$ cat src/rtl/lia_pkg.sv
// Package for the listen interval aligner: payload types, outcome codes, defaults.
`timescale 1ns / 1ps
package lia_pkg;

	localparam int FIELD_BITS        = 24;
	localparam int OUTCOME_BITS      = 3;
	localparam int INTERVAL_BITS_DEF = 24;

	typedef enum logic [OUTCOME_BITS-1:0] {
		OUT_REJECTED = 3'd0,
		OUT_ALIGNED  = 3'd1,
		OUT_EXTENDED = 3'd2,
		OUT_REDUCED  = 3'd3,
		OUT_NONE     = 3'd4
	} lia_outcome_t;

	typedef struct packed {
		logic [FIELD_BITS-1:0] listen_interval;
		logic [FIELD_BITS-1:0] interval_min;
		logic [FIELD_BITS-1:0] interval_max;
	} lia_req_t;

	typedef struct packed {
		logic [FIELD_BITS-1:0] adjusted_interval;
		lia_outcome_t          outcome;
	} lia_rsp_t;

endpackage

$ cat src/rtl/lia_div.sv
// Restoring radix-2 divider: one quotient bit per cycle, quotient and remainder registered.
`timescale 1ns / 1ps
module lia_div #(
	parameter int W = lia_pkg::INTERVAL_BITS_DEF
) (
	input  logic         clk,
	input  logic         arst_n,
	input  logic         start,
	input  logic [W-1:0] dividend,
	input  logic [W-1:0] divisor,
	output logic         done,
	output logic [W-1:0] quotient,
	output logic [W-1:0] remainder
);

	localparam int CW = $clog2(W + 1);

	logic [CW-1:0] cnt_q;
	logic          run_q;
	logic          done_q;
	logic [W-1:0]  rem_q;
	logic [W-1:0]  quo_q;
	logic [W-1:0]  dvs_q;
	logic [W:0]    trial;
	logic          fits;
	logic [W-1:0]  rem_nx;

	// shift in the next dividend bit, subtract when it fits
	assign trial  = {rem_q, quo_q[W-1]};
	assign fits   = (trial >= {1'b0, dvs_q});
	assign rem_nx = fits ? W'(trial - {1'b0, dvs_q}) : trial[W-1:0];

	always_ff @(posedge clk or negedge arst_n) begin
		if (!arst_n) begin
			run_q  <= 1'b0;
			done_q <= 1'b0;
			cnt_q  <= '0;
		end else begin
			done_q <= 1'b0;
			if (start) begin
				run_q <= 1'b1;
				cnt_q <= CW'(W);
			end else if (run_q) begin
				cnt_q <= cnt_q - CW'(1);
				if (cnt_q == CW'(1)) begin
					run_q  <= 1'b0;
					done_q <= 1'b1;
				end
			end
		end
	end

	always_ff @(posedge clk) begin
		if (start) begin
			rem_q <= '0;
			quo_q <= dividend;
			dvs_q <= divisor;
		end else if (run_q) begin
			rem_q <= rem_nx;
			quo_q <= {quo_q[W-2:0], fits};
		end
	end

	assign done      = done_q;
	assign quotient  = quo_q;
	assign remainder = rem_q;

endmodule

$ cat src/rtl/listen_interval_aligner_core.sv
// Listen interval aligner top level: request capture, search sequencer, shared divider.
//
// Channel  | Direction | Handshake            | Payload
// ---------+-----------+----------------------+----------------------------------------
// request  | in        | start & !busy        | listen_interval, interval_min, interval_max
// result   | out       | done (one-cycle)     | adjusted_interval, outcome
// config   | in        | cfg_we               | cfg_wdata = broadcast_interval
//
// Sequencing: a rejected request answers in the cycle after it is taken. When the
// listen interval exceeds or divides the broadcast interval, one division settles it.
// Otherwise the divisor search runs the shared divider once per candidate up to
// sqrt(broadcast) and back down.
// Reset: arst_n clears the broadcast interval to zero and returns the sequencer to idle.
// Stalls: busy holds off requests while one is in progress; the receiver cannot stall,
// so each result shows on the result port for exactly one cycle with done high.
`timescale 1ns / 1ps
module listen_interval_aligner_core #(
	parameter int INTERVAL_BITS = lia_pkg::INTERVAL_BITS_DEF
) (
	input  logic                             clk,
	input  logic                             arst_n,
	input  logic                             start,
	output logic                             busy,
	input  lia_pkg::lia_req_t                request,
	output logic                             done,
	output lia_pkg::lia_rsp_t                result,
	input  logic                             cfg_we,
	input  logic [lia_pkg::FIELD_BITS-1:0]   cfg_wdata
);

	import lia_pkg::*;

	localparam int W  = INTERVAL_BITS;
	// trial divisor never exceeds floor(sqrt(2^W - 1)) + 1
	localparam int DW = (W + 1) / 2 + 1;
	localparam int SW = W + 2;

	typedef enum logic [6:0] {
		S_IDLE = 7'b0000001,
		S_DIV0 = 7'b0000010,
		S_L1   = 7'b0000100,
		S_L1W  = 7'b0001000,
		S_L2   = 7'b0010000,
		S_L2W  = 7'b0100000,
		S_FIN  = 7'b1000000
	} lia_state_t;

	lia_state_t   state_q;
	logic [W-1:0] bc_q;
	logic [W-1:0] uc_q;
	logic [W-1:0] lo_q;
	logic [W-1:0] hi_q;
	logic [W-1:0] qref_q;
	logic [DW-1:0] d_q;
	logic [SW-1:0] sq_q;
	logic [W-1:0] below_co_q;
	logic [W-1:0] above_co_q;
	logic         below_v_q;
	logic         above_v_q;
	logic [W-1:0] res_q;
	lia_outcome_t code_q;
	logic         done_q;

	logic [W-1:0] uc_in;
	logic [W-1:0] lo_in;
	logic [W-1:0] hi_in;
	logic         accept;
	logic         reject;

	logic         div_start;
	logic [W-1:0] div_n;
	logic [W-1:0] div_d;
	logic         div_done;
	logic [W-1:0] div_quo;
	logic [W-1:0] div_rem;

	logic [W:0]   ext_val;
	logic [W-1:0] red_val;
	logic [W-1:0] d_w;
	logic [SW-1:0] sq_nx;

	// operands are taken at INTERVAL_BITS bits
	assign uc_in  = W'(request.listen_interval);
	assign lo_in  = W'(request.interval_min);
	assign hi_in  = W'(request.interval_max);
	assign accept = start && state_q == S_IDLE;
	assign reject = (bc_q == '0) || (uc_in == '0) || (lo_in == '0) || (hi_in == '0) ||
	                (uc_in < lo_in) || (uc_in > hi_in);

	assign d_w   = W'(d_q);
	// (d+1)^2 = d^2 + 2d + 1
	assign sq_nx = sq_q + SW'({d_q, 1'b1});

	// next multiple above and the one below, for the long-interval case
	assign ext_val = {1'b0, uc_q} + {1'b0, bc_q} - {1'b0, div_rem};
	assign red_val = uc_q - div_rem;

	// divider operand select: first division from the request, then bc / d
	always_comb begin
		div_start = 1'b0;
		div_n     = bc_q;
		div_d     = d_w;
		unique case (state_q)
			S_IDLE: begin
				div_start = accept && !reject;
				if (uc_in > bc_q) begin
					div_n = uc_in;
					div_d = bc_q;
				end else begin
					div_n = bc_q;
					div_d = uc_in;
				end
			end
			S_L1:    div_start = (sq_q <= SW'(bc_q));
			S_L2:    div_start = (d_q != '0);
			default: div_start = 1'b0;
		endcase
	end

	lia_div #(
		.W(W)
	) u_div (
		.clk      (clk),
		.arst_n   (arst_n),
		.start    (div_start),
		.dividend (div_n),
		.divisor  (div_d),
		.done     (div_done),
		.quotient (div_quo),
		.remainder(div_rem)
	);

	// configuration register
	always_ff @(posedge clk or negedge arst_n) begin
		if (!arst_n) begin
			bc_q <= '0;
		end else if (cfg_we) begin
			bc_q <= W'(cfg_wdata);
		end
	end

	// sequencer control
	always_ff @(posedge clk or negedge arst_n) begin
		if (!arst_n) begin
			state_q <= S_IDLE;
			done_q  <= 1'b0;
		end else begin
			done_q <= 1'b0;
			unique case (state_q)
				S_IDLE: begin
					if (accept) begin
						if (reject) begin
							done_q <= 1'b1;
						end else begin
							state_q <= S_DIV0;
						end
					end
				end
				S_DIV0: begin
					if (div_done) begin
						if (uc_q > bc_q || div_rem == '0) begin
							done_q  <= 1'b1;
							state_q <= S_IDLE;
						end else begin
							state_q <= S_L1;
						end
					end
				end
				S_L1: begin
					if (sq_q <= SW'(bc_q)) begin
						state_q <= S_L1W;
					end else begin
						state_q <= S_L2;
					end
				end
				S_L1W: begin
					if (div_done) begin
						if (div_rem == '0 && d_w > qref_q) begin
							state_q <= S_FIN;
						end else begin
							state_q <= S_L1;
						end
					end
				end
				S_L2: begin
					if (d_q == '0) begin
						state_q <= S_FIN;
					end else begin
						state_q <= S_L2W;
					end
				end
				S_L2W: begin
					if (div_done) begin
						if (div_rem == '0 && div_quo > qref_q) begin
							state_q <= S_FIN;
						end else begin
							state_q <= S_L2;
						end
					end
				end
				S_FIN: begin
					done_q  <= 1'b1;
					state_q <= S_IDLE;
				end
				default: state_q <= S_IDLE;
			endcase
		end
	end

	// sequencer datapath
	always_ff @(posedge clk) begin
		unique case (state_q)
			S_IDLE: begin
				if (accept) begin
					uc_q      <= uc_in;
					lo_q      <= lo_in;
					hi_q      <= hi_in;
					below_v_q <= 1'b0;
					above_v_q <= 1'b0;
					if (reject) begin
						res_q  <= '0;
						code_q <= OUT_REJECTED;
					end
				end
			end
			S_DIV0: begin
				if (div_done) begin
					if (uc_q > bc_q) begin
						// keep an exact multiple, else extend to the next one, else reduce to the previous one
						priority if (div_rem == '0) begin
							res_q  <= uc_q;
							code_q <= OUT_ALIGNED;
						end else if (ext_val <= {1'b0, hi_q}) begin
							res_q  <= ext_val[W-1:0];
							code_q <= OUT_EXTENDED;
						end else if (red_val >= lo_q) begin
							res_q  <= red_val;
							code_q <= OUT_REDUCED;
						end else begin
							res_q  <= uc_q;
							code_q <= OUT_NONE;
						end
					end else if (div_rem == '0) begin
						res_q  <= uc_q;
						code_q <= OUT_ALIGNED;
					end else begin
						// search divisors of bc around bc / uc, starting at one
						qref_q <= div_quo;
						d_q    <= DW'(1);
						sq_q   <= SW'(1);
					end
				end
			end
			S_L1: begin
				// past the square root: step back and walk the cofactors upward
				if (!(sq_q <= SW'(bc_q))) begin
					d_q <= d_q - DW'(1);
				end
			end
			S_L1W: begin
				if (div_done) begin
					if (div_rem == '0) begin
						if (d_w <= qref_q) begin
							below_co_q <= div_quo;
							below_v_q  <= 1'b1;
						end else begin
							above_co_q <= div_quo;
							above_v_q  <= 1'b1;
						end
					end
					d_q  <= d_q + DW'(1);
					sq_q <= sq_nx;
				end
			end
			S_L2W: begin
				// cofactor bc / d divides bc exactly when d does, for d up to sqrt(bc)
				if (div_done) begin
					if (div_rem == '0) begin
						if (div_quo <= qref_q) begin
							below_co_q <= d_w;
							below_v_q  <= 1'b1;
						end else begin
							above_co_q <= d_w;
							above_v_q  <= 1'b1;
						end
					end
					d_q <= d_q - DW'(1);
				end
			end
			S_FIN: begin
				// try the shorter interval first, then the longer one
				priority if (above_v_q && above_co_q >= lo_q) begin
					res_q  <= above_co_q;
					code_q <= OUT_REDUCED;
				end else if (below_v_q && below_co_q <= hi_q) begin
					res_q  <= below_co_q;
					code_q <= OUT_EXTENDED;
				end else begin
					res_q  <= uc_q;
					code_q <= OUT_NONE;
				end
			end
			default: begin
			end
		endcase
	end

	assign busy                     = (state_q != S_IDLE);
	assign done                     = done_q;
	assign result.adjusted_interval = FIELD_BITS'(res_q);
	assign result.outcome           = code_q;

	// an accepted request either answers at once or keeps the block busy
	a_accept_progress: assert property (@(posedge clk) disable iff (!arst_n)
		start && !busy |=> busy || done)
		else $error("accepted request neither answered nor in progress");

	// only a rejection carries a zero interval
	a_zero_iff_rejected: assert property (@(posedge clk) disable iff (!arst_n)
		done |-> ((result.outcome == OUT_REJECTED) == (result.adjusted_interval == '0)))
		else $error("zero interval and rejection code disagree");

	// a result never appears without a request in flight the cycle before
	a_done_has_source: assert property (@(posedge clk) disable iff (!arst_n)
		done |-> $past(busy || start))
		else $error("result strobe without a request");

endmodule

$ cat config.mk
export PLATFORM = sky130hd
export DESIGN_NAME = listen_interval_aligner_core
export DESIGN_NICKNAME = d
export VERILOG_FILES = /design/src/rtl/lia_pkg.sv /design/src/rtl/lia_div.sv /design/src/rtl/listen_interval_aligner_core.sv
export SDC_FILE = /design/constraint.sdc
export NUM_CORES = 1
export LEC_CHECK = 0
export CORE_ASPECT_RATIO = 0.5
export CORE_MARGIN = 2
export CORE_UTILIZATION = 65
export CTS_CLUSTER_SIZE = 16
export DETAILED_ROUTE_END_ITERATION = 8
export DONT_BUFFER_PORTS = 1
export PLACE_DENSITY = 0.81
export SLEW_MARGIN = 20
export SYNTH_ARGS = -nofsm -noshare
export SYNTH_HDL_FRONTEND = slang
export SYNTH_SLANG_ARGS = --single-unit
$ cat constraint.sdc
create_clock -name clk -period 8.9 [get_ports clk]
set_input_delay 2.225 -clock clk [delete_from_list [all_inputs] [get_ports clk]]
set_output_delay 2.225 -clock clk [all_outputs]
set_load 0.05 [all_outputs]
Word level (Yosys, flattened, before mapping)
Cells that the tools add are included. W data, S select, Z words.

Register bits: 323. Output and inout bits: 29. Logic and storage cells: 202. Input port bits: 100.

$add $sub $neg: 8. Multiplexer cells: 95. Bitwise logic cells: 2. Reductions and logical operators: 36. Order comparisons: 14. Equal/unequal tests: 25.

Operators by type and width (count): $mux W24 (28); $logic_not A24 Y1 (5); $mux W26 (4); $gt A24 B24 Y1 (4); $pmux W24 S2 (2); $mux W13 (7); $pmux W24 S3 (1); $mux W7 (8); $pmux W13 S4 (1); $pmux W26 S2 (1); $ge A24 B24 Y1 (2); $le A24 B24 Y1 (2); $sub A24 B24 Y24 (2); $pmux W7 S6 (1); $mux W3 (11); $add A26 B14 Y26 (1); $le A26 B24 Y1 (1); $add A24 B24 Y25 (1); $ge A25 B24 Y1 (1); $le A25 B24 Y1 (1); $sub A25 B24 Y25 (1); $gt A13 B24 Y1 (1); $le A13 B24 Y1 (1); $lt A24 B24 Y1 (1); 33 further kinds (92).

Longest topological paths before layout
Word-level depth: 10. Depth in mapped cells: 26. Mapped depth without buffers: 24.

By module
From an unflattened synthesis, not the netlist that was laid out.

Cells, all modules: 2505. Area total of the unflattened synthesis: 25155.4 sq um.

By module, submodules not included: listen_interval_aligner_core (area each 20572.2 sq um, seq. area each 7168.1 sq um, times used 1, cells each 2087); lia_div (area each 4583.1 sq um, seq. area each 2097.0 sq um, times used 1, cells each 418).

Worst setup path before layout
Ideal clock, no wire load.

Kind: in2reg. Start point: input port request[41] (netlist bit). End point: register code_q[0] (enable). Setup time: 506 ps. Cell stages on the path: 10. Arrival time: 7001 ps. Setup slack: 1392 ps. Data required time: 8394 ps. Cell sequence: inv_1 > ha_1 > a21o_1 > a21o_1 > a21oi_1 > nor2_1 > a2111oi_0 > nor2_1 > o311a_1 > o311ai_0.

Cells in the longest elaborated chain, start to end: 7. Elaborated cells between the ends (all ways): 8.

Ends and longest elaborated chain: start: declaration (line listen_interval_aligner_core.sv:24) `input lia_pkg::lia_req_t request,`; parallel branches: the longest is 3 deep, another holds $lt A24 B24 Y1; $logic_or A1 B1 Y1 * (line listen_interval_aligner_core.sv:87) `assign reject = (bc_q == '0) || (uc_in == '0) || (lo_in == '0) || (hi_in == '0) ||`; $logic_or A1 B1 Y1 * (line listen_interval_aligner_core.sv:88) `(uc_in < lo_in) || (uc_in > hi_in);`; $ne A2 B2 Y1 (no source line) *; $reduce_and A5 Y1 (no source line) *; end signal: assignment (line listen_interval_aligner_core.sv:222) `code_q <= OUT_REJECTED;`; end signal: assignment (line listen_interval_aligner_core.sv:232) `code_q <= OUT_ALIGNED;`; end signal: assignment (line listen_interval_aligner_core.sv:235) `code_q <= OUT_EXTENDED;`; end: declaration (line listen_interval_aligner_core.sv:61) `lia_outcome_t code_q;`.

Mark *: on every way between the ends. A chain may end at the register's enable or synchronous reset.

Worst setup path in the final report
Start point: register bc_q[3]. End point: register res_q[21] (data pin).

Cells in the longest elaborated chain, start to end: 8. Elaborated cells between the ends (all ways): 9.

Ends and longest elaborated chain: start: declaration (line listen_interval_aligner_core.sv:49) `logic [W-1:0] bc_q;`; start signal: assignment (line listen_interval_aligner_core.sv:138) `bc_q <= W'(cfg_wdata);`; $add A24 B24 Y25 (line listen_interval_aligner_core.sv:95) `assign ext_val = {1'b0, uc_q} + {1'b0, bc_q} - {1'b0, div_rem};`; $sub A25 B24 Y25 (line listen_interval_aligner_core.sv:95); $le A25 B24 Y1 (line listen_interval_aligner_core.sv:233) `end else if (ext_val <= {1'b0, hi_q}) begin`; $mux W24 (line listen_interval_aligner_core.sv:233); $mux W24 (line listen_interval_aligner_core.sv:230) `priority if (div_rem == '0) begin`; $mux W24 * (line listen_interval_aligner_core.sv:228) `if (uc_q > bc_q) begin`; $mux W24 * (line listen_interval_aligner_core.sv:227) `if (div_done) begin`; $pmux W24 S3 * (line listen_interval_aligner_core.sv:212) `unique case (state_q)`; end signal: assignment (line listen_interval_aligner_core.sv:231) `res_q <= uc_q;`; end signal: assignment (line listen_interval_aligner_core.sv:234) `res_q <= ext_val[W-1:0];`; end signal: assignment (line listen_interval_aligner_core.sv:237) `res_q <= red_val;`; end: declaration (line listen_interval_aligner_core.sv:60) `logic [W-1:0] res_q;`.

Mark *: on every way between the ends. The rest lies on a longest branch, timed or not. The select of a mux whose other input is x is not followed.

==> results.tsv <==
stage	metric	value	unit
run_status	status	complete, no violations	
worst_setup_path	cp_slowest_stage_delay	0.88	ns
sta	max_freq	142	MHz
synth	post_synth_instance_area	0.0249	mm^2
sta	report.final.setup_viol	0	
drt	detail_route.vias_per_cell	6.68	
synth	synth_cell_types	78	
clock_tree	postCtsResizedCells	0	
cells_and_area	reg_with_most_ffs	sq_q	
worst_setup_path	worstSetupEndpointType	register	
sta	post_route_fraction_of_the_period_consumed_by_the_critical_path	79.0	%
global_route	pin_count_of_the_biggest_net_entering_global_routing	75	
clock_tree	htree_num_levels	1	
worst_hold_path	hp-start	u_div.quotient[14]$_DFFE_PP_	
sta	timing.final.max_slew_violations	0	
worst_setup_path	ff2ff_path_depth	22	
floorplanning	fp.coreArea	0.0375	mm^2
cells_and_area	fill_cells	2811	
global_route	grt_pass1_vias	19290	
floorplanning	dieWidth	281	um
cells_and_area	flip_flop_count_of_the_largest_register_after_layout	26	
worst_setup_path	worst_path_arrival_time	7.39	ns
clock_tree	cts.reportedPaths.clkPinSlew	0.07	ns
drt	route.top_layer_used	met5	
flow_run	max_cap_violations	0	
cells_and_area	nets	3041	
global_route	grt_first_pass_wirelength	120000	um
drt	detail-route-antenna-nets	0	
drt	wl_met1	32000	um
drt	avgRoutedWirePerCell	26.4	um
worst_setup_path	crit_chain	inv_1 > fa_1 > inv_1 > ha_1 > a21o_1 > a21oi_1 > nor4b_1 > nor4_1 > o21ai_0 > a221o_1 > or4b_2 > o211ai_1 > ha_1 > a211oi_1 > o211ai_1 > a21oi_1 > and4_1 > nor3_1 > or3_1 > nand2_1 > o21ai_0 > o22ai_1	
place	io_buffers	0	
global_route	grt_remaining_overflow	0	
drt	iteration_0_drc_markers	2551	
sta	hold_viol	0	
sta	setup-tns-final	0	ns
drt	postRouteWirelength	81600	um
sta	grt_setup_unrepaired	no	
place	routabilityCongestion	0.999	
worst_setup_path	timing.critical_path.slowest_stage_cell	sky130_fd_sc_hd__or3_1	
floorplanning	fp.dieH	142	um
worst_setup_path	crit_path_end	res_q[21]$_DFFE_PP_	
cells_and_area	areaGrowthSynthToFinish	6.57	%
synth	synth.most_common_cell	sky130_fd_sc_hd__ha_1	
worst_setup_path	max_fanout_on_critical_path	28	
place	detailed_place.area	0.0255	mm^2
clock_tree	worst_skew_pair.late_latency	0.62	ns
power	p_per_area	358	mW/mm^2
sta	minimum_clock_period_after_layout	7.03	ns
place	dp_hpwl	62000	um
synth	synth_largest_type_area_fraction	31.4	%
worst_setup_path	path_class	reg -> reg	
global_route	groute.usage.overall	41.0	%
synth	synth_commonest_cells	349 x sky130_fd_sc_hd__ha_1, 292 x sky130_fd_sc_hd__inv_1, 260 x sky130_fd_sc_hd__edfxtp_1	
sta	worst_slew_pin_slew	1.09	ns
drt	detailedRoute.firstPassIterationCount	6	
floorplanning	floorplan.die_area	0.0400	mm^2
synth	ys_seq_area_share	37.2	%
clock_tree	cts_setup_buffers	0	
drt	detailroute.via_count	20630	
clock_tree	clock_tree_from_tritoncts	built	
synth	yosys_register_bits	323	
clock_tree	cts_buffers	31	
sta	relative_slew_slack	26.1	%
drt	wl_met3	12000	um
synth	synth_edf_count	260	
floorplanning	top_level_ports	129	
synth	post_synth_main_area_contributors	sky130_fd_sc_hd__edfxtp_1 31%, sky130_fd_sc_hd__ha_1 18%, sky130_fd_sc_hd__inv_1 4.4%	
worst_hold_path	min-delay-path-class	reg -> reg	
synth	async_flop_share	12.1	%
worst_setup_path	worst-endpoint-required	9.25	ns
worst_setup_path	worst_setup_path_start_kind	register	
synth	synthCells	2575	
floorplanning	initial_core_util	66.3	%
clock_tree	clk_path_buf_depth	3	
worst_setup_path	ff2ff_setup_slack	1.87	ns
power	power.static_leakage	12.0	nW
cells_and_area	share_of_post_route_cells_with_drive_strength_above_1	5.87	%
floorplanning	floorplan.rows	50	
worst_setup_path	rr_startpoint	bc_q[3]$_DFFE_PN0P_	
synth	yosys_warnings	0	
clock_tree	cts_hold_repair.buffers	0	
clock_tree	cts.root.buffer_cell	sky130_fd_sc_hd__clkbuf_16	
drt	detail_route.drc_violations	0	
sta	fin_worst_skew	0.0160	ns
global_route	number_of_antenna_violations_at_the_first_check_in_global_routing	3	
synth	yosys.area.top_type	sky130_fd_sc_hd__edfxtp_1	
worst_setup_path	setup.worst_path.start	bc_q[3]$_DFFE_PN0P_	
synth	post_synth.cell_area_avg	9.67	um^2
power	irDropWorstVdd	0.000403	V
synth	synthesis.nets	3052	
drt	wl_met2	33000	um
synth	synth_top_flop_cell	sky130_fd_sc_hd__edfxtp_1	
worst_setup_path	reg2reg_to	res_q[21]$_DFFE_PP_	
clock_tree	clock_sink_count	323	
cells_and_area	postLayoutCellArea	0.0265	mm^2
[per-layer routing]
layer | GRT usage [%] | vias to the layer above
li1 | - | 9415
met1 | 53.3 | 9686
met2 | 59.4 | 1276
met3 | 16.6 | 247
met4 | 20.2 | 6
met5 | 0 | -
[worst min-delay path by stage]
stage	depth (start not counted)	slack [ns]	endpoint
5_1_grt	0	0.54	qref_q[14]$_DFFE_PP_
3_5_place_dp	0	0.50	qref_q[14]$_DFFE_PP_
4_1_cts	0	0.51	qref_q[14]$_DFFE_PP_
3_3_place_gp	0	0.50	qref_q[15]$_DFFE_PP_
2_1_floorplan	0	0.47	qref_q[13]$_DFFE_PP_
6_report	0	0.52	qref_q[14]$_DFFE_PP_
[worst max-delay path: cells and delay by family, from the launching register on]
family | cells | cell delay (ns)
and+or+nand+nor | 7 | 3.19
adders and majority gates | 3 | 1.17
AOI/OAI and AO/OA | 10 | 1.81
DFF | 1 | 0.36
buffers and inverters | 2 | 0.21
[kinds of logic after synthesis]
group,after synthesis,synth area share (%)
muxes,98,4.15
AOI/OAI and AO/OA,660,16.7
buffers and inverters,360,5.55
DFF,323,37.2
xor gates and xnor gates,93,3.27
adders and majority gates,377,19.8
and+or+nand+nor,664,13.3
[power breakdown]
part / leakage, nW / internal [mW] / switching [mW]
Combinational: 8.27 / 2.18 / 3.46
Sequential: 3.22 / 2.02 / 0.464
Clock: 0.503 / 0.728 / 0.640
[through the flow]
step | total power, mW | hold slack [ns] | instances | setup WS, ns | utilization [%]
finish | 9.50 | 0.520 | 3087 | 1.87 | 70.7
detailed placement | 7.90 | 0.502 | 3024 | 2.10 | 67.9
CTS | 9.28 | 0.513 | 3082 | 2.03 | 70.6
global placement | 7.74 | 0.496 | 3024 | 2.33 | 67.9
floorplan | 6.45 | 0.469 | 2575 | 1.39 | -
global route | 10.1 | 0.542 | 3084 | 1.46 | 70.7
[layout by cell type (no fill, tap or decap), drive strengths merged, types with 7 or more instances in the layout]
cell type  count
ha           349
inv          295
edfxtp       260
o21ai        182
a21oi        179
nor2         167
nand2        156
a21o          88
mux2i         60
xnor2         49
nand3         49
nor3          49
nor4          48
nand4         47
xor2          44
clkbuf        41
dfrtp         38
mux2          38
o22ai         34
nor2b         30
fa            28
o21a          27
dfxtp         24
nand2b        22
buf           22
o211ai        21
a211oi        20
and3          19
and2          18
nand3b        17
o21bai        16
o41ai         13
clkinv        13
or3           12
a31oi         11
and4          10
a2111oi        9
a31o           7
[layout make-up]
cell class / instances / area [um^2] / area share, %
flip-flops and latches: 323 / 9270 / 34.9
repair buffers: 22 / 185 / 0.698
well taps: 494 / 618 / 2.33
inverters: 294 / 1100 / 4.16
diodes: 4 / 10.0 / 0.0377
multi-input cells: 1892 / 14300 / 54.0
clock inverters: 17 / 144 / 0.542
clock buffers: 41 / 875 / 3.30
No activity file was read; power rests on OpenSTA's default activity.
